--- src/hw/rtl/vos_fifo.sv ---
module vos_fifo #(
  parameter type ENTRY_T = logic,
  parameter int  DEPTH   = 2
) (
  input  logic   clk,
  input  logic   rst_n,
  input  logic   push,
  input  ENTRY_T push_data,
  output logic   full,
  input  logic   pop,
  output ENTRY_T head,
  output logic   empty
);

  localparam int PTR_W = (DEPTH > 1) ? $clog2(DEPTH) : 1;
  localparam int CNT_W = $clog2(DEPTH + 1);
  localparam logic [PTR_W-1:0] LAST_PTR = PTR_W'(DEPTH - 1);

  ENTRY_T           slot_r [DEPTH];
  logic [PTR_W-1:0] wr_ptr_r, wr_ptr_nxt;
  logic [PTR_W-1:0] rd_ptr_r, rd_ptr_nxt;
  logic [CNT_W-1:0] count_r, count_nxt;
  logic             push_ok, pop_ok;

  assign full    = (count_r == CNT_W'(DEPTH));
  assign empty   = (count_r == '0);
  assign head    = slot_r[rd_ptr_r];
  assign push_ok = push && !full;
  assign pop_ok  = pop && !empty;

  always_comb begin
    wr_ptr_nxt = wr_ptr_r;
    rd_ptr_nxt = rd_ptr_r;
    count_nxt  = count_r;
    if (push_ok) begin
      wr_ptr_nxt = (wr_ptr_r == LAST_PTR) ? '0 : wr_ptr_r + 1'b1;
    end
    if (pop_ok) begin
      rd_ptr_nxt = (rd_ptr_r == LAST_PTR) ? '0 : rd_ptr_r + 1'b1;
    end
    if (push_ok && !pop_ok) begin
      count_nxt = count_r + 1'b1;
    end else if (pop_ok && !push_ok) begin
      count_nxt = count_r - 1'b1;
    end
  end

  always_ff @(posedge clk) begin
    if (!rst_n) begin
      wr_ptr_r <= '0;
      rd_ptr_r <= '0;
      count_r  <= '0;
    end else begin
      wr_ptr_r <= wr_ptr_nxt;
      rd_ptr_r <= rd_ptr_nxt;
      count_r  <= count_nxt;
    end
  end

  always_ff @(posedge clk) begin
    if (push_ok) begin
      slot_r[wr_ptr_r] <= push_data;
    end
  end

endmodule

--- config.mk ---
export PLATFORM = sky130hd
export DESIGN_NAME = vos_fifo
export DESIGN_NICKNAME = d
export VERILOG_FILES = /design/src/hw/rtl/vos_fifo.sv
export SDC_FILE = /design/constraint.sdc
export NUM_CORES = 1
export LEC_CHECK = 0
export CORE_AREA = 3 3 40 42
export CTS_BUF_LIST = sky130_fd_sc_hd__clkbuf_4
export DETAILED_ROUTE_END_ITERATION = 8
export DIE_AREA = 0 0 43 45
export DONT_BUFFER_PORTS = 1
export PLACE_DENSITY = 0.46
export SYNTH_ARGS = -nofsm -noshare
export SYNTH_HDL_FRONTEND = slang
export SYNTH_SLANG_ARGS = --single-unit
--- constraint.sdc ---
create_clock -name clk -period 1.5 [get_ports clk]
set_clock_uncertainty 0.15 [all_clocks]
set_input_delay 0.45 -clock clk [delete_from_list [all_inputs] [get_ports clk]]
set_output_delay 0.45 -clock clk [all_outputs]
set_load 0.05 [all_outputs]
# After elaboration in Yosys (flattened, before gate mapping)
# Memories as Yosys holds them, arrays and structs flattened. A register that Yosys moved wholly into a read port is not among the register bits.
# Cells that the tools add are included.
[op_classes]
n_addsub = 4
n_eq_ne = 1
muxes = 8
reduce_logical = 10
[op_table]
columns = ["operator", "count"]
rows = [
  ["1-bit two-way mux", 6],
  ["1-bit logical AND", 4],
  ["1-bit logical NOT", 4],
  ["2-bit two-way mux", 2],
  ["1-bit adder, second input constant", 2],
  ["2-bit by 1-bit adder with 2-bit output, second input constant", 1],
  ["2-bit equality test, second input constant", 1],
  ["2-bit logical NOT", 1],
  ["2-bit nonzero test", 1],
  ["2-bit by 1-bit subtractor with 2-bit output, second input constant", 1],
]
[totals]
reg_bits = 4
ramBits = 2
inputBits = 5
out_inout_bits = 3
mem_count = 1
[memory_table]
columns = ["memory", "words", "word_bits", "read_ports", "rd_clocked_by_memory_dff", "wr", "line", "rtl"]
rows = [
  ["slot_r", 2, 1, 1, 1, 1, "19", "ENTRY_T slot_r [DEPTH];"],
]

# Longest topological paths before layout
# Gate-level depths: netlist of run 1.
[depth]
depth_word = 7
ltp_mapped = 7

# Least setup slack after synthesis of run 1
# OpenSTA, ideal clock, no wires.
[synth_timing]
path_type = "register -> register"
from = "register count_r[0]"
to = "register count_r[1]"
arrival_time_ns = 1.559
slack_ns = -0.279
path_stages_with_launch = 7
path_buffers = 0
period_less_slack_ns = 1.779
path_cell_list = "dfxtp_1 nand2b_1 inv_2 nor2_1 ha_1 or3_1 a21boi_1"
[synth_between]
elab_chain_len = 6
[synth_rtl]
columns = ["item", "line", "rtl"]
rows = [
  ["start, declared", "22", "logic [CNT_W-1:0] count_r, count_nxt;"],
  ["start signal, assigned", "56", "count_r <= count_nxt;"],
  ["2-bit equality test (*)", "25", "assign full = (count_r == CNT_W'(DEPTH));"],
  ["named net full", "9", "output logic full,"],
  ["1-bit logical NOT (*)", "28", "assign push_ok = push && !full;"],
  ["1-bit logical AND (*)", "28", ""],
  ["1-bit logical NOT", "43", "end else if (pop_ok && !push_ok) begin"],
  ["1-bit logical AND", "43", ""],
  ["2-bit nonzero test (no source line)", "n/a", ""],
]
# Mark *: on every way through the listed nets, which the timed path passes. The rest lies on a longest branch. The select of a mux whose other input is x is not followed.
# A chain may end at the register's enable or synchronous reset.

# Worst setup path in the final report of run 1
[layout_timing]
from = "register count_r[0]"
to = "output port empty"
[layout_between]
elab_chain_len = 1
[layout_rtl]
columns = ["item", "line", "rtl"]
rows = [
  ["2-bit logical NOT", "26", "assign empty = (count_r == '0);"],
  ["end, declared", "12", "output logic empty"],
]
# Every way passes these cells.

==> results of run 1 <==
## metrics by stage
stage / cell area (µm²) / worst slack (ps) / TNS [ps] / hold slack (ps)
floorplan: 324.1 / -109.8 / -216.6 / 371.2
global placement: 387.9 / -46.98 / -46.98 / 399.0
detailed placement: 387.9 / -79.61 / -79.61 / 399.0
CTS: 452.9 / -78.66 / -277.9 / 137.3
global route: 455.4 / -125.3 / -426.6 / 126.2
finish: 455.4 / -70.14 / -222.6 / 147.4
## final timing paths
kind,startpoint,endpoint,depth (start not counted)
setup / recovery,count_r[0]$_SDFFE_PN0P_,empty,3
hold reg to reg,rd_ptr_r$_SDFFE_PN0P_,rd_ptr_r$_SDFFE_PN0P_,2
hold / removal,push_data,slot_r[0]$_DFFE_PP_,0
setup reg to reg,count_r[0]$_SDFFE_PN0P_,count_r[1]$_SDFFE_PN0P_,7
## power breakdown
part | internal (mW) | leakage (nW) | switching [mW] | total (mW)
Clock | 0.119 | 0.0184 | 0.0660 | 0.185
Sequential | 0.266 | 0.0613 | 0.0406 | 0.307
Combinational | 0.271 | 0.110 | 0.299 | 0.570
Total | 0.656 | 0.189 | 0.405 | 1.06
## cell families (layout without fill, tap and decap cells)
kind of cell | after synthesis | after routing
AOI/OAI and AO/OA | 5 | 5
muxes | 1 | 1
adders and majority gates | 1 | 1
and+or+nand+nor | 9 | 9
buffers and inverters | 2 | 13
DFF | 7 | 7
xor gates and xnor gates | 3 | 3
## critical path: cells and delay by family, from the launching register on
family / cells / cell delay [ps]
buf+inv: 2 / 310
flops: 1 / 320
simple gates: 1 / 100
## layer usage
layer / GRT usage / share of wire / vias up
li1: - / - / 115
met1: 0.06601 / 0.37 / 105
met3: 0.07570 / 0.10 / 0
met5: 0 / 0 / -
met4: 0.01807 / 0 / 0
met2: 0.1048 / 0.53 / 6
## area by class of cell
class / instances / area [µm²]
clock buffer: 4 / 30.03
sequential: 7 / 166.4
timing repair buffer: 7 / 63.81
multi-input combinational: 19 / 161.4
inverter: 2 / 15.01
fill: 133 / 829.5
tap: 15 / 18.77
## placed cells by master, fill, tap and decap left out, drive strengths merged
cell    Yosys  routed
nor2        2       2
o21a        1       1
dfxtp       5       5
xnor2       2       2
edfxtp      2       2
clkbuf      0       4
a21boi      2       2
nor3        1       1
ha          1       1
xor2        1       1
or3         1       1
buf         0       7
o21ai       2       2
mux2        1       1
and2        3       3
inv         2       2
and3        1       1
nand2b      1       1
## repair_timing
action                                  CTS  global route
resized for setup                         9             1
hold endpoints to repair                  0             0
endpoints found under the setup margin    4             4
setup buffers                             1             0
pin swaps                                 0             1
==> summary.txt, run 1 <==
Logic synthesis
  – Multiplexer area fraction after synthesis: 0.03689
  – Fraction of the mapped netlist area in compound gates: 0.1066
  – EDFF count, synth: 2
  – Async SR Flop Fraction: 0
  – Commonest cells in the netlist: dfxtp_1 (5), and2_1 (3), edfxtp_1 (2), nor2_1 (2), xnor2_1 (2)
  – Synth warn: 0
  – Adder-cell share of the synthesized area: 0.04098
  – Synth Area in Simple Gates: 0.1803
  – Syn_nets: 34
  – Synth top area share: 0.3279
  – Most frequent cell after synthesis: dfxtp_1
  – Average size of a mapped cell: ~11 µm²
  – Post-synthesis sequential area ratio: 0.5246
  – Mapped Cells: 28
  – Synth Cell Area: 305.3 µm²
  – Synth area leader: dfxtp_1
  – Number of synthesized register bits: 7
  – Top_reg_cell synth: dfxtp_1
  – Count of cell types in the netlist: 19
  – Largest family of logic cells by synthesized area: simple AND/OR/NAND/NOR gates
  – Top post-synthesis cells by area: dfxtp_1 (33%), edfxtp_1 (20%), and2_1 (6.1%), xnor2_1 (5.7%), ha_1 (4.1%)
  – Post-synthesis xor/xnor area fraction: 0.08607

GRT
  – Tot GR Track Use: 0.07029
  – Grt ovf: 0
  – Largest net degree at the start of global routing: 6
  – Number of global-route vias before repair: 221
  – First-pass GRT wire length: 917 µm
  – Initial antenna violation count: 0

Finish
  – Ant diodes: 0
  – NumNets Final: 46
  – Fraction of layout cells with a size suffix above 1: 0.5385
  – Final std cells w/o fill: 54
  – Final core utilization: 0.3544
  – Area Overhead vs Synth: 49.18%

Detailed routing
  – Pre-antenna DRT Iters: 1
  – Average wire per standard cell: just under 10 µm
  – Vias/cell: 4.185
  – DR DRC count: 0
  – ANT nets after route: 0
  – Routed vias: roughly 230
  – Drt total wl: 534 µm
  – DR iter-0 viols: 0

Worst setup path
  – Critical setup path kind: reg2out
  – Startpoint Class: flip-flop
  – Critical Path RT: 900 ps
  – Reg2reg setup slack: -60 ps
  – Crit path DAT: 970 ps
  – Crit-path max cell delay: about 320 ps
  – Critical path cell sequence: buf_4, nor2_4, buf_6
  – Slowest cell on crit path: dfxtp_2
  – CP Max Fanout: 3
  – CP endpoint kind: primary output

Floorplan
  – Die height: 45 µm
  – Initial Utilization: 0.2376
  – Die area: between 1500 and 2000 µm²
  – FP Rows: 13
  – Core area: 1285 µm²
  – Die span in x: between 40 and 50 µm
  – I/O pins: 8

Place
  – Port buffer count: 0
  – DP HPWL: around 420 µm
  – Gpl congestion: 0.6846
  – Inst Count DP: 49

Timing
  – FMAX: 636.9 MHz
  – Max-slew violation total from the final report: 0
  – Slew at the pin with the worst max-slew slack: 184.5 ps
  – Post-route setup slack: -70.14 ps
  – Crit share post-route: 1.047
  – Final setup vio count: 4
  – Fin. Hold Viols: 0
  – Rel. slew slack: 0.8762
  – Tmin final: 1570 ps
  – RSZ-0062 raised after global routing: yes

Power
  – Peak supply drop: between 0.7 and 0.8 mV
  – LEAKAGE: 0.1893 nW
  – Design Power: about 1.1 mW
  – Cell Pwr Density: 2331 nW/µm²

Hold path
  – Hold Crit Class: in2reg

Clock tree
  – Clock tree sinks: 7
  – Skew-Pair Late Insertion Delay: approximately 250 ps
  – Clock Pin Slew Worst Setup and Hold Paths: 50 ps
  – Clock Tree Root: clkbuf_4
  – Clock Path Buffers: 2
  – TritonCTS clock tree: built
  – Hold_buf cts: 0
  – CTS buffer count: 3
  – H-Tree Depth: 1

Status
  – Failing checks: setup timing
  – Status: finished, violations left

Run
  – Max-cap violations: 0
(Power assumes the default switching activity.)
==> inputs of run 2 (changes only) <==
--- a/config.mk
+++ b/config.mk
@@ -6,11 +6,12 @@
 export NUM_CORES = 1
 export LEC_CHECK = 0
 export CORE_AREA = 3 3 40 42
-export CTS_BUF_LIST = sky130_fd_sc_hd__clkbuf_4
+export CTS_BUF_LIST = sky130_fd_sc_hd__clkbuf_8
 export DETAILED_ROUTE_END_ITERATION = 8
 export DIE_AREA = 0 0 43 45
 export DONT_BUFFER_PORTS = 1
 export PLACE_DENSITY = 0.46
+export RECOVER_POWER = 100
 export SYNTH_ARGS = -nofsm -noshare
 export SYNTH_HDL_FRONTEND = slang
 export SYNTH_SLANG_ARGS = --single-unit
==> summary.txt, run 2 (synthesis results as in run 1) <==
Worst setup path
  – Startpoint Class: flip-flop
  – CP endpoint kind: flip-flop
  – Critical setup path kind: reg2reg
  – Reg2reg setup slack: -60 ps (about the same)
  – Critical Path RT: 1500 ps (+600 ps)
  – CP Max Fanout: 3 (unchanged)
  – Crit path DAT: 1560 ps (+590 ps)

GRT
  – GRT busiest layer: met2
  – Number of global-route vias before repair: 219 (-0.90%)
  – Met2 track demand over resource: 0.1048 (unchanged)
  – Largest net degree at the start of global routing: 6 (unchanged)
  – First-pass GRT wire length: 910 µm (-0.76%)
  – Initial antenna violation count: 0 (unchanged)
  – M1 GR Usage: 0.06601 (unchanged)
  – Routing usage on met3: 0.07570 (unchanged)
  – Grt ovf: 0 (unchanged)
  – Tot GR Track Use: 0.07029 (unchanged)

Run
  – Max-cap violations: 0 (unchanged)

Power
  – Sequential power share: 0.274 (-0.015)
  – Combinational Power Share: 0.497 (-0.040)
  – Cell Pwr Density: 2426 nW/µm² (+4.1%)
  – Switching Share: 0.3708 (-0.01091)
  – Net switching power: 0.4153 mW (+2.5%)
  – LEAKAGE: 0.1959 nW (+3.5%)
  – Design Power: 1.120 mW (+5.5%)
  – Peak supply drop: 0.8697 mV (+24%)
  – P_int: 0.7047 mW (+7.3%)
  – Clock power frac: 0.229 (+0.054)

Clock tree
  – Skew-Pair Late Insertion Delay: 220 ps (-30 ps)
  – Clock tree sinks: 7 (unchanged)
  – TritonCTS clock tree: built
  – CTS buffer count: 3 (unchanged)
  – H-Tree Depth: 1 (unchanged)
  – Clock Path Buffers: 2 (unchanged)
  – Clock Tree Root: clkbuf_8
  – Clock Pin Slew Worst Setup and Hold Paths: 40 ps (about the same)

Finish
  – Fraction of layout cells with a size suffix above 1: 0.4872 (-0.05128)
  – Area Overhead vs Synth: 51.23%
  – Final std cells w/o fill: 54 (unchanged)
  – NumNets Final: 46 (unchanged)
  – Most common cell after layout, fill and taps aside: buf_4
  – Final Cell Area: 461.7 µm² (+1.4%)
  – Most frequent cells in the layout: buf_4 (4), and2_1 (3), clkbuf_8 (3)
  – Ant diodes: 0 (unchanged)

Floorplan
  – I/O pins: 8 (unchanged)
  – Die span in x: 43 µm (unchanged)
  – Core area: 1285 µm² (unchanged)
  – Die height: 45 µm (unchanged)
  – FP Rows: 13 (unchanged)
  – Die area: 1935 µm² (unchanged)
  – Initial Utilization: 0.2376 (unchanged)

Timing
  – Fin. Hold Viols: 0 (unchanged)
  – RSZ-0062 raised after global routing: yes
  – Final setup vio count: 4 (unchanged)
  – FMAX: 641.3 MHz (+0.69%)
  – Crit share post-route: 1.040 (-0.007131)
  – Tmin final: 1559 ps (-10.70 ps)
  – Slew at the pin with the worst max-slew slack: 259.3 ps (+74.76 ps)
  – Rel. slew slack: 0.8258 (-0.05035)
  – Post-route setup slack: -59.45 ps (+10.70 ps)
  – Max-slew violation total from the final report: 0 (unchanged)

Place
  – Port buffer count: 0 (unchanged)
  – DP HPWL: 421.1 µm (unchanged)
  – Inst Count DP: 49 (unchanged)
  – Gpl congestion: 0.6846 (unchanged)
  – DP Area: 387.9 µm² (unchanged)

Detailed routing
  – Vias/cell: 4.204 (+0.44%)
  – Drt total wl: 559 µm (+4.7%)
  – Average wire per standard cell: 10.35 µm (+4.7%)
  – ANT nets after route: 0 (unchanged)
  – Pre-antenna DRT Iters: 2 (+1)
  – Routed vias: 227 (+0.44%)
  – DR iter-0 viols: 1 (+1)
  – DR DRC count: 0 (unchanged)

Status
  – Failing checks: setup timing
  – Status: finished, violations left

Hold path
  – Hold Crit Class: in2reg
## run 2: changes by cell type in the layout (fill, tap and decap cells not counted)
cell	before	now
clkbuf_4	4	1
clkbuf_8	0	3
nor3_2	1	0
nor3_1	0	1
inv_1	1	2
buf_6	3	2
## run 2: layout make-up
type | count | area [µm²]
Timing Repair Buffer | 7 | 60.06
Fill cell | 134 | 823.3
Multi-Input combinational cell | 19 | 156.4
Inverter | 2 | 15.01
Sequential cell | 7 | 166.4
Clock buffer | 3 | 41.29
Clock inverter | 1 | 3.754
Tap cell | 15 | 18.77
## run 2: final timing paths
| check | start | to | cells past startpoint |
|---|---|---|---|
| setup reg to reg | count_r[0]$_SDFFE_PN0P_ | count_r[1]$_SDFFE_PN0P_ | 7 |
| setup / recovery | count_r[0]$_SDFFE_PN0P_ | count_r[1]$_SDFFE_PN0P_ | 7 |
| hold / removal | push_data | slot_r[0]$_DFFE_PP_ | 0 |
| hold reg to reg | wr_ptr_r$_SDFFE_PN0N_ | slot_r[0]$_DFFE_PP_ | 1 |
## run 2: power by group through the flow
stage	registers (mW)	logic, mW	clock network (mW)
6_report	0.307	0.557	0.256
5_1_grt	0.314	0.602	0.285
4_1_cts	0.301	0.560	0.266
2_1_floorplan	0.300	0.360	0
3_5_place_dp	0.297	0.495	0
3_3_place_gp	0.294	0.488	0
## run 2: critical path: stages, from the launching register on
cell	delay, ps
dfxtp_2	320
nand2b_4	160
inv_8	50
nor2_2	30
ha_2	180
xor2_1	140
or3_1	350
a21boi_1	120
## run 2: per-layer routing
metal | vias to the layer above | routed length [µm]
li1 | 116 | -
met1 | 104 | 196
met2 | 7 | 311
met3 | 0 | 51
met4 | 0 | 0
met5 | - | 0
## run 2: metrics by stage
| stage | setup WS, ps | setup TNS, ps | hold slack (ps) | util |
|---|---|---|---|---|
| after floorplan | -109.8 | -216.6 | 371.2 | - |
| after global placement | -46.98 | -46.98 | 399.0 | 0.3019 |
| after detailed placement | -79.61 | -79.61 | 399.0 | 0.3019 |
| after CTS | -72.37 | -235.7 | 163.8 | 0.3583 |
| after global routing | -119.1 | -376.7 | 157.0 | 0.3593 |
| final | -59.45 | -178.7 | 169.3 | 0.3593 |
## run 2: what timing repair did
| action | in CTS | in global routing |
|---|---|---|
| gates resized for setup | 7 | 2 |
| endpoints found under the setup margin | 4 | 4 |
| hold buffers | 0 | 0 |
| pin swaps | 0 | 1 |
| buffers inserted | 1 | 0 |
