$ cat config.mk
export PLATFORM = sky130hd
export DESIGN_NAME = vos_front
export DESIGN_NICKNAME = d
export VERILOG_FILES = /design/src/hw/rtl/vos_pkg.sv /design/src/hw/rtl/vos_front.sv
export SDC_FILE = /design/constraint.sdc
export NUM_CORES = 1
export LEC_CHECK = 0
export ABC_CLOCK_PERIOD_IN_PS = 3880
export CAP_MARGIN = 40
export CORE_UTILIZATION = 55
export CTS_CLUSTER_DIAMETER = 80
export DETAILED_ROUTE_END_ITERATION = 16
export DONT_BUFFER_PORTS = 1
export GPL_ROUTABILITY_DRIVEN = 0
export PLACE_DENSITY_LB_ADDON = 0.3
export SETUP_SLACK_MARGIN = 0.1
export SYNTH_ARGS = -nofsm -noshare
export SYNTH_HDL_FRONTEND = slang
export SYNTH_SLANG_ARGS = --single-unit
$ cat constraint.sdc
create_clock -name clk -period 3.88 [get_ports clk]
set_input_delay 0.194 -clock clk [delete_from_list [all_inputs] [get_ports clk]]
set_output_delay 0.194 -clock clk [all_outputs]
set_load 0.005 [all_outputs]
$ cat src/hw/rtl/vos_pkg.sv
package vos_pkg;

  localparam int VOS_COARSE_SIZE = 32;
  localparam int VOS_MAX_SCALE   = 4;

  localparam int COORD_W   = 10;
  localparam int SCALE_W   = 4;
  localparam int CFG_W     = 6;
  localparam int CMD_DEPTH = 2;
  localparam int OUT_DEPTH = 4;

  localparam logic [7:0] LOW_BIT = 8'h01;

  localparam logic CMD_PLACE = 1'b0;
  localparam logic CMD_READ  = 1'b1;

  localparam logic [1:0] REG_ORIGIN_X = 2'd0;
  localparam logic [1:0] REG_ORIGIN_Y = 2'd1;
  localparam logic [1:0] REG_ORIGIN_Z = 2'd2;
  localparam logic [1:0] REG_SCALE    = 2'd3;

  typedef enum logic [1:0] {
    OP_NOP,
    OP_PLACE,
    OP_READ,
    OP_READ_BAD
  } op_t;

  typedef struct packed {
    logic        cmd;
    logic [5:0]  local_x;
    logic [5:0]  local_y;
    logic [5:0]  local_z;
    logic [7:0]  voxel_value;
    logic [14:0] read_index;
  } in_beat_t;

  typedef struct packed {
    logic [7:0] read_data;
    logic       range_error;
  } out_beat_t;

  typedef struct packed {
    op_t                op;
    logic [COORD_W-1:0] base_x;
    logic [COORD_W-1:0] base_y;
    logic [COORD_W-1:0] base_z;
    logic [SCALE_W-1:0] scale;
    logic [14:0]        read_index;
  } cmd_entry_t;

endpackage

$ cat src/hw/rtl/vos_front.sv
module vos_front
  import vos_pkg::*;
#(
  parameter int COARSE_SIZE = VOS_COARSE_SIZE,
  parameter int MAX_SCALE   = VOS_MAX_SCALE
) (
  input  logic             clk,
  input  logic             rst_n,
  input  logic             cfg_wr_en,
  input  logic [1:0]       cfg_index,
  input  logic [CFG_W-1:0] cfg_data,
  input  logic             in_push,
  input  in_beat_t         in_beat,
  output logic             in_full,
  input  logic             q_full,
  input  logic             clearing,
  output logic             q_push,
  output cmd_entry_t       q_entry
);

  localparam int CELL_COUNT = COARSE_SIZE * COARSE_SIZE * COARSE_SIZE;

  logic [5:0]         origin_x_r, origin_y_r, origin_z_r;
  logic [2:0]         scale_r;
  logic [SCALE_W-1:0] scale_sat;

  always_ff @(posedge clk) begin
    if (!rst_n) begin
      origin_x_r <= '0;
      origin_y_r <= '0;
      origin_z_r <= '0;
      scale_r    <= 3'd1;
    end else if (cfg_wr_en) begin
      unique case (cfg_index)
        REG_ORIGIN_X: origin_x_r <= cfg_data[5:0];
        REG_ORIGIN_Y: origin_y_r <= cfg_data[5:0];
        REG_ORIGIN_Z: origin_z_r <= cfg_data[5:0];
        REG_SCALE:    scale_r    <= cfg_data[2:0];
        default: ;
      endcase
    end
  end

  assign in_full = q_full || clearing;
  assign q_push  = in_push && !in_full;

  always_comb begin
    scale_sat = (SCALE_W'(scale_r) > SCALE_W'(MAX_SCALE)) ? SCALE_W'(MAX_SCALE)
                                                          : SCALE_W'(scale_r);
    q_entry.scale      = scale_sat;
    q_entry.read_index = in_beat.read_index;
    q_entry.base_x     = COORD_W'(origin_x_r) + COORD_W'(in_beat.local_x) * COORD_W'(scale_sat);
    q_entry.base_y     = COORD_W'(origin_y_r) + COORD_W'(in_beat.local_y) * COORD_W'(scale_sat);
    q_entry.base_z     = COORD_W'(origin_z_r) + COORD_W'(in_beat.local_z) * COORD_W'(scale_sat);
    if (in_beat.cmd == CMD_READ) begin
      q_entry.op = (32'(in_beat.read_index) < CELL_COUNT) ? OP_READ : OP_READ_BAD;
    end else if (in_beat.voxel_value == 8'd0 || scale_sat == '0) begin
      q_entry.op = OP_NOP;
    end else begin
      q_entry.op = OP_PLACE;
    end
  end

endmodule

# Word-level counts from Yosys, hierarchy flattened
# Index checks and enable logic that the tools add are counted.
# W data, S select, Z words.
dict set report op_classes {
  n_addsub 3
  mux 3
  n_eq_ne 3
  reduce_logical 11
  mul 3
  n_lt_le_gt_ge 1
}
# op n
set ops {}
lappend ops {{$add A6 B9 Y10} 3}
lappend ops {{$mul A6 B3 Y9} 3}
lappend ops {{$logic_not A8 Y1} 1}
lappend ops {{$reduce_and A2 Y1} 4}
lappend ops {{$eq A2 B2 Y1 const B} 2}
lappend ops {{$logic_not A4 Y1} 1}
lappend ops {{$gt A3 B3 Y1 const B} 1}
lappend ops {{$mux W3} 1}
lappend ops {{$eq A2 B1 Y1 const B} 1}
lappend ops {{$logic_not A2 Y1} 1}
lappend ops {{$logic_or A1 B1 Y1} 2}
lappend ops {{$mux W2} 1}
lappend ops {{$logic_and A1 B1 Y1} 1}
lappend ops {{$logic_not A1 Y1} 1}
lappend ops {{$mux W1} 1}
dict set report word_totals {
  elab_cells 28
  ff_bits 21
  output_inout_bits 53
}

# Depth between registers and ports, before layout
# Gate-level depths: netlist of run 1.
dict set report depth {
  word_depth 6
  ltp_mapped 13
}

# Worst setup path before layout of run 1
# No wires, ideal clock.
dict set report synth_path {
  path_type {register to output}
  start {register scale_r[2]}
  end {output q_entry[26] in the netlist's numbering}
  setup_slack_ps 313
  arrival_time_ps 3373
  path_stages_with_launch 14
  path_buffers 2
  cell_sequence {dfxtp_1 and2b_1 clkbuf_1 buf_2 and2_1 fa_1 inv_1 fa_1 inv_1 ha_1 nor2b_4 o31a_1 or4b_1 nand3_1}
}
# item line_no
set synth_lines {}
lappend synth_lines {{from (decl)} vos_front.sv:24} ;# logic [2:0] scale_r;
lappend synth_lines {{from (signal assigned)} vos_front.sv:38} ;# REG_SCALE: scale_r <= cfg_data[2:0];
lappend synth_lines {{to (decl)} vos_front.sv:18} ;# output cmd_entry_t q_entry

==> results of run 1 <==
-- worst paths after layout --
check / endpoint / cells past startpoint / start
max: q_entry[47] / 12 / scale_r[2]
min: origin_z_r[0] / 1 / rst_n
max reg2reg: scale_r[2] / 3 / scale_r[2]
min reg2reg: origin_z_r[5] / 2 / origin_z_r[5]
-- power groups by stage --
stage | clock network [uW] | registers (uW) | logic, uW
floorplan | 0 | 231 | 206
global placement | 0 | 232 | 220
detailed placement | 0 | 233 | 226
CTS | 142 | 228 | 229
global route | 153 | 229 | 265
finish | 138 | 228 | 230
-- cells by family after synthesis --
family | share of synthesized area
other cells | 0.00122
fa+ha+maj | 0.322
xor+xnor | 0.0399
mux | 0.0651
compound gates | 0.0847
flops | 0.137
buf+inv | 0.122
simple gates | 0.228
-- state kept, by name, indices dropped and copies added, names as in the netlist --
signal,count
origin_z_r,6
origin_y_r,6
origin_x_r,6
scale_r,3
-- what timing repair did --
item | 4_1_cts | 5_1_grt
hold buffers | 1 | 0
endpoints found under the setup margin | 2 | 2
gates resized for setup | 4 | 3
endpoints found under the hold margin | 1 | 0
-- layout make-up --
| class | instances | area, sq um | share of cell area |
|---|---|---|---|
| Tap cell | 70 | 87.6 | 0.0282 |
| Sequential cell | 21 | 422 | 0.136 |
| Inverter | 56 | 210 | 0.0677 |
| Clock buffer | 4 | 45.0 | 0.0145 |
| Timing Repair Buffer | 5 | 40.0 | 0.0129 |
| Multi-Input combinational cell | 259 | 2300 | 0.741 |
-- worst max-delay path, stage by stage (launching register included) --
cell and delay (ns):
dfxtp_2 0.36, and2b_4 0.24, buf_4 0.18, and2_1 0.17, fa_1 0.50, inv_1 0.05
fa_1 0.50, inv_1 0.04, ha_1 0.35, a21oi_1 0.18, o21bai_2 0.10, a221o_1 0.30
a211o_1 0.28
-- layer usage --
metal | wire length (um) | track usage
met4 | 125 | 0.0769
met2 | 2770 | 0.370
met5 | 0 | 0
met3 | 356 | 0.0476
met1 | 2390 | 0.237
-- synth_stat cells (2+ instances only) --
| cell type | count | area share |
|---|---|---|
| xor2_1 | 6 | 0.017 |
| nand3_1 | 5 | 0.0081 |
| o21ai_0 | 9 | 0.015 |
| nor4_1 | 5 | 0.010 |
| ha_1 | 36 | 0.15 |
| a211oi_1 | 3 | 0.0073 |
| nand3b_1 | 2 | 0.0049 |
| buf_2 | 2 | 0.0033 |
| a21o_1 | 2 | 0.0049 |
| nor2b_1 | 22 | 0.045 |
| nor2_1 | 9 | 0.011 |
| o21a_1 | 2 | 0.0049 |
| mux2i_1 | 20 | 0.065 |
| clkbuf_1 | 7 | 0.0085 |
| nand2_1 | 15 | 0.018 |
| dfxtp_1 | 21 | 0.14 |
| nor3_1 | 4 | 0.0065 |
| xnor2_1 | 8 | 0.023 |
| o21bai_1 | 2 | 0.0049 |
| fa_1 | 27 | 0.18 |
| and2b_1 | 2 | 0.0049 |
| and2_1 | 46 | 0.094 |
| a21oi_1 | 19 | 0.031 |
| inv_1 | 56 | 0.068 |
| buf_4 | 17 | 0.042 |
-- metrics by stage --
step	setup slack, ns	instance area, sq um	utilization	hold WS (ns)
after floorplan	0.313	3070	-	0.319
after global placement	0.373	3030	0.578	0.261
after global routing	0.0401	3110	0.593	0.0640
final	0.183	3110	0.593	0.0642
after CTS	0.114	3090	0.590	0.0599
after detailed placement	0.255	3030	0.578	0.265
==> run metrics, run 1 <==
Seq/Total Area, Yosys 0.137; final period utilization 0.953; insertion delay to the later sink of the worst-skew pair 0.25 ns; clock root buffer clkbuf_8; wire per inst 13.6 um; ys async rst share 0; P&R area growth vs syn 1.02%; first-pass GRT wire length 10100 um; Post-Syn Area per Cell 8.49 sq um; Max Root-Sink Buffers 2; Net Sw Frac 0.328; max-capacitance violation count 0; # clock sinks 21; final non-filler cell total 415; Critical Path RT 3.69 ns; final clock skew 0 ns; final slew viol count 0; ys flop type dfxtp_1; Setup TNS 0 ns; overall power 595 uW; Setup Buffers After CTS 0; highest-count cells in the layout ignoring fill and taps 56 x inv_1, 46 x and2_1, 35 x ha_1; core area 5240 sq um; Setup crit end kind output pin; Vias 2225; # diodes 0; Final Hold Viols 0; grt total ovfl 0; # nets final 465; WS Path Type flip-flop to output pin; die height 76.8 um; Layout fillers 488; Netlist cell types 40; Combinational Power Share 0.386; highest clock rate 270 MHz; GRT Util Overall 0.207; Iteration-0 DRC Markers 45; Die Width 76.8 um; total CTS buffers 3; share of cells above drive strength 1 0.0464; Peak VDD IR 0.119 mV; CTS tree done; min-delay worst type input port to flip-flop; initial core utilization 0.587; pwr/cell area 192 nW/um^2; minimum clock period 3.70 ns; Post-Syn Nets 481; Leakage 0.00157 uW; Routed Antenna Nets 0; placed insts 410; Vias/cell 5.36; status finished clean; number of synthesized flops with an enable pin 0; sequential power share 0.383; crit path launch type flip-flop; wire length after detailed routing 5640 um; TritonRoute pass-1 iters 7; Post-DP HPWL 4820 um; die area 5890 sq um; flip-flop and latch count after synthesis 21; Clock transition at path regs 0.07 ns; most common cell after layout, fill and taps aside inv_1; H-tree depth 1; initial antenna violation count 0; IO Port Bufs 0; number of global-route vias before repair 2305; IO Pins 109; unrepaired setup endpoints after global routing true; largest net degree at the start of global routing 22; Mapped Area 3070 sq um; DRC 0; sw power 195 uW; # setup viols final 0; Clock power frac 0.232; crit path max fanout 12; Int Power 400 uW; r2r setup slk 3.07 ns; synthesis warning total 0; post-synthesis cell count 362; signal arrival time at the worst endpoint 3.50 ns; Rows 26
Note: power is estimated with default switching activity, not from simulation.
==> run 2: changes to the inputs <==
==> constraint.sdc (replaced) <==
create_clock -name clk -period 3.88 [get_ports clk]
set_input_delay 0.194 -clock clk [delete_from_list [all_inputs] [get_ports clk]]
set_output_delay 0.194 -clock clk [all_outputs]
set_load 0.02 [all_outputs]
==> run metrics, run 2 (synthesized netlist as in run 1, its figures left out) <==
min-delay worst type input port to flip-flop; DRC 0; final period utilization 0.957; clock root buffer clkbuf_8; Vias/cell 5.34; # nets final 485; crit path launch type flip-flop; IO Port Bufs 0; crit path max fanout 9; share of cells above drive strength 1 0.134; Setup crit end kind output pin; hold slack final 0.0694 ns; Vias 2323; worst-margin pin slew 0.694 ns; largest net degree at the start of global routing 23; Critical Path RT 3.69 ns; final slew viol count 0; WS Path Type flip-flop to output pin; Leakage 0.00168 uW; CTS tree done; wire per inst 14.1 um; number of global-route vias before repair 2368; pwr/cell area 210 nW/um^2; core area 5240 sq um; final clock skew 0 ns; # diodes 0; wire length after detailed routing 6130 um; Clock transition at path regs 0.07 ns; first-pass GRT wire length 10400 um; Rows 26; TritonRoute pass-1 iters 4; Peak VDD IR 0.117 mV; Die Width 76.8 um; # clock sinks 21; highest clock rate 269 MHz; die area 5890 sq um; Layout fillers 436; unrepaired setup endpoints after global routing true; Final Hold Viols 0; # setup viols final 0; Max Root-Sink Buffers 2; signal arrival time at the worst endpoint 3.52 ns; Slew HR 0.534; IO Pins 109; P&R area growth vs syn 9.24%; status finished clean; grt total ovfl 0; GRT Util Overall 0.215; Top Registers origin_x_r: 6 flops, origin_y_r: 6 flops, origin_z_r: 6 flops; initial core utilization 0.587; insertion delay to the later sink of the worst-skew pair 0.25 ns; minimum clock period 3.71 ns; max-capacitance violation count 0; Setup TNS 0 ns; highest-count cells in the layout ignoring fill and taps 55 x inv_1, 45 x and2_1, 31 x ha_1; Iteration-0 DRC Markers 49; die height 76.8 um; Routed Antenna Nets 0; total CTS buffers 3; Post-DP HPWL 4950 um; H-tree depth 1; initial antenna violation count 0; most common cell after layout, fill and taps aside inv_1
-- run 2: cell types whose count changed in the layout (fill, tap and decap cells not counted), moves of 2 or more --
cell     change
fa_1         -2
ha_4         +4
and2b_4      -2
a21oi_1      -2
a21oi_2      +2
buf_4       +16
ha_1         -4
buf_6        +2
fa_2         +2
-- run 2: area by class of cell --
| class | count | area, sq um | share of cell area |
|---|---|---|---|
| tap | 70 | 87.6 | 0.0261 |
| multi-input combinational | 259 | 2390 | 0.712 |
| sequential | 21 | 422 | 0.126 |
| inverter | 56 | 210 | 0.0626 |
| timing repair buffer | 25 | 203 | 0.0604 |
| clock buffer | 4 | 45.0 | 0.0134 |
-- run 2: path summary, 6_finish.rpt --
kind / startpoint / end / slack (ns) / depth (start not counted)
setup / recovery: scale_r[2] / q_entry[26] / 0.17 / 12
hold / removal: rst_n / origin_y_r[1] / 0.07 / 1
setup reg to reg: scale_r[2] / scale_r[2] / 3.07 / 3
hold reg to reg: scale_r[0] / scale_r[0] / 0.51 / 2
-- run 2: metrics by stage --
| step | setup WS [ns] | cell area [sq um] | util | std cells | power [uW] |
|---|---|---|---|---|---|
| floorplan | 0.165 | 3070 | - | 362 | 505 |
| global placement | 0.442 | 3160 | 0.602 | 427 | 537 |
| detailed placement | 0.370 | 3160 | 0.602 | 427 | 545 |
| CTS | 0.114 | 3220 | 0.614 | 432 | 686 |
| global route | 0.0579 | 3360 | 0.641 | 435 | 758 |
| finish | 0.168 | 3360 | 0.641 | 435 | 706 |
-- run 2: timing repair --
action,4_1_cts,5_1_grt
buffers inserted,0,2
resized for setup,1,24
hold buffers,1,0
endpoints found under the setup margin,1,8
pin swaps,0,10
cloned,0,1
endpoints found under the hold margin,1,0
-- run 2: worst max-delay path, cell delays in order (launching register included) --
cell	delay, ns
dfxtp_2	0.34
and2b_2	0.26
buf_6	0.14
and2_1	0.17
fa_1	0.50
inv_1	0.05
fa_1	0.49
inv_1	0.06
ha_4	0.25
o21a_1	0.18
o31a_1	0.14
or4b_4	0.54
nand3_4	0.12
-- run 2: layer usage --
metal / share of wire / global-route usage / up-vias
met5: 0 / 0 / -
met4: 0.017 / 0.0692 / 0
met3: 0.052 / 0.0357 / 8
met2: 0.50 / 0.389 / 57
met1: 0.43 / 0.256 / 1106
li1: - / - / 1152
-- run 2: power breakdown --
group          switching, uW  internal (uW)  total (uW)  leakage, uW
combinational            194            146         340      0.00148
clock                   65.3           73.0         138    0.0000228
sequential              4.73            223         228     0.000171
==> run 3: changes to the inputs <==
--- a/config.mk
+++ b/config.mk
@@ -5,9 +5,10 @@
 export SDC_FILE = /design/constraint.sdc
 export NUM_CORES = 1
 export LEC_CHECK = 0
-export ABC_CLOCK_PERIOD_IN_PS = 3880
+export ABC_AREA = 1
+export ABC_CLOCK_PERIOD_IN_PS = 4200
 export CAP_MARGIN = 40
-export CORE_UTILIZATION = 55
+export CORE_UTILIZATION = 54
 export CTS_CLUSTER_DIAMETER = 80
 export DETAILED_ROUTE_END_ITERATION = 16
 export DONT_BUFFER_PORTS = 1
==> constraint.sdc (replaced) <==
create_clock -name clk -period 4.2 [get_ports clk]
set_input_delay 0.21 -clock clk [delete_from_list [all_inputs] [get_ports clk]]
set_output_delay 0.21 -clock clk [all_outputs]
set_load 0.02 [all_outputs]
==> run metrics, run 3 <==
P&R area growth vs syn -0.156%; unrepaired setup endpoints after global routing false; ys flop type dfxtp_1; initial antenna violation count 0; crit path launch type flip-flop; largest net degree at the start of global routing 21; Setup TNS 0 ns; hold slack final 0.0790 ns; Routed Antenna Nets 0; final clock skew 0 ns; Netlist cell types 27; Die Width 79 um; grt total ovfl 0; total CTS buffers 3; DRC 0; WP buf/inv 4; # clock sinks 21; core area 5610 sq um; H-tree depth 1; placed insts 530; min-delay worst type input port to flip-flop; worst path cell trace nor2_2 -> buf_4 -> nand2_1 -> fa_1 -> inv_1 -> fa_1 -> inv_1 -> fa_1 -> inv_1 -> nand2_1 -> nand2_1 -> nand2_1 -> xnor2_1; TritonRoute pass-1 iters 5; slowest stage delay, CP 0.52 ns; post-synthesis cell count 477; die height 79 um; final period utilization 0.875; Rows 27; Leakage 0.00192 uW; share of cells above drive strength 1 0.0671; overall power 692 uW; # setup viols final 0; final slew viol count 0; Max Root-Sink Buffers 2; die area 6240 sq um; wire length after detailed routing 6070 um; Peak VDD IR 0.248 mV; Vias 2620; Synth area leader fa_1; Iteration-0 DRC Markers 140; Mapped Area 3200 sq um; crit path max fanout 16; Critical Path RT 3.99 ns; number of synthesized flops with an enable pin 0; area share of the largest cell type after synthesis 0.169; Synth top cells by count 118 x inv_1, 96 x nand2_1, 63 x nor2_1; Setup crit end kind output pin; Seq/Total Area, Yosys 0.131; synthesis warning total 0; Slowest-stage cell, CP fa_1; most common cell after layout, fill and taps aside inv_1; most frequent CP cell nand2_1; Post-Syn Nets 596; Largest delay share family, worst path adder cells; Setup Buffers After CTS 0; # diodes 0; WS Path Type flip-flop to output pin; pwr/cell area 217 nW/um^2; # nets final 582; max-capacitance violation count 0; number of global-route vias before repair 2479; most common cell in the synthesized netlist inv_1; Vias/cell 4.91; clock root buffer clkbuf_8; worst-margin pin slew 0.607 ns; GRT Util Overall 0.208; highest-count cells in the layout ignoring fill and taps 118 x inv_1, 96 x nand2_1, 63 x nor2_1; first-pass GRT wire length 10500 um; Slew HR 0.592; highest clock rate 272 MHz; Clock transition at path regs 0.08 ns; Top Registers origin_x_r: 6 flops, origin_y_r: 6 flops, origin_z_r: 6 flops; signal arrival time at the worst endpoint 3.46 ns; ys async rst share 0; Post-Syn Area per Cell 6.71 sq um; CTS tree done; IO Port Bufs 0; minimum clock period 3.67 ns; insertion delay to the later sink of the worst-skew pair 0.25 ns; Final Hold Viols 0; initial core utilization 0.571; synth top area cells fa_1 17%, ha_1 14%, inv_1 14%; status finished clean; Post-DP HPWL 5230 um; flip-flop and latch count after synthesis 21; IO Pins 109; wire per inst 11.4 um; final non-filler cell total 534
run 3: cell count changes after synthesis, sizes merged, moves of 13 or more:
cell / delta
inv: +64
and2: -44
nand2: +83
o21ai: +13
nor2b: -23
mux2i: -20
nor2: +58
run 3: power breakdown:
part | switching [uW] | total (uW) | internal [uW]
sequential | 6.29 | 216 | 209
clock | 62.8 | 129 | 66.0
combinational | 227 | 348 | 121
total | 296 | 692 | 396
run 3: what timing repair did:
action / in CTS / in global routing
hold buffers: 0 / 0
gates resized for setup: 0 / 1
hold endpoints to repair: 0 / 0
setup endpoints to repair: 0 / 8
run 3: cells by family after synthesis:
| logic type | synth area share |
|---|---|
| AND/OR/NAND/NOR | 0.266 |
| buffers and inverters | 0.197 |
| other | 0.00117 |
| XOR/XNOR | 0.0246 |
| flip-flops | 0.131 |
| adder cells (fa/ha/maj) | 0.309 |
| AO/OA/AOI/OAI | 0.0703 |
run 3: cell type report:
type | count | area [sq um]
Clock buffer | 3 | 41.3
Clock inverter | 1 | 5.00
Fill cell | 566 | 2410
Inverter | 120 | 450
Multi-Input combinational cell | 312 | 2150
Sequential cell | 21 | 422
Tap cell | 72 | 90.1
Timing Repair Buffer | 5 | 37.5
run 3: worst paths after layout:
| path | start | to | slack, ns | depth (start not counted) |
|---|---|---|---|---|
| worst max-delay path | scale_r[2] | q_entry[24] | 0.53 | 13 |
| worst min-delay path | rst_n | origin_y_r[1] | 0.08 | 2 |
| worst max register to register | scale_r[2] | scale_r[2] | 3.09 | 3 |
| worst min register to register | origin_y_r[3] | origin_y_r[3] | 0.50 | 2 |
run 3: worst reg2reg max path, cell delays in order, from the launching register on:
cell,delay [ns]
dfxtp_2,0.56
buf_4,0.28
nand2_1,0.07
a21oi_1,0.13
run 3: routing by layer:
| layer | vias to the layer above | GRT usage | wire length (um) |
|---|---|---|---|
| li1 | 1364 | - | - |
| met3 | 4 | 0.0563 | 572 |
| met1 | 1167 | 0.267 | 2710 |
| met4 | 0 | 0.0164 | 17 |
| met2 | 85 | 0.363 | 2770 |
| met5 | - | 0 | 0 |
run 3: through the flow:
stage               setup slack, ns  cell area, sq um   util
global placement              0.685              3150  0.562
global route                  0.276              3200  0.570
CTS                           0.274              3200  0.570
floorplan                      1.01              3200      -
finish                        0.527              3200  0.570
detailed placement            0.562              3150  0.562
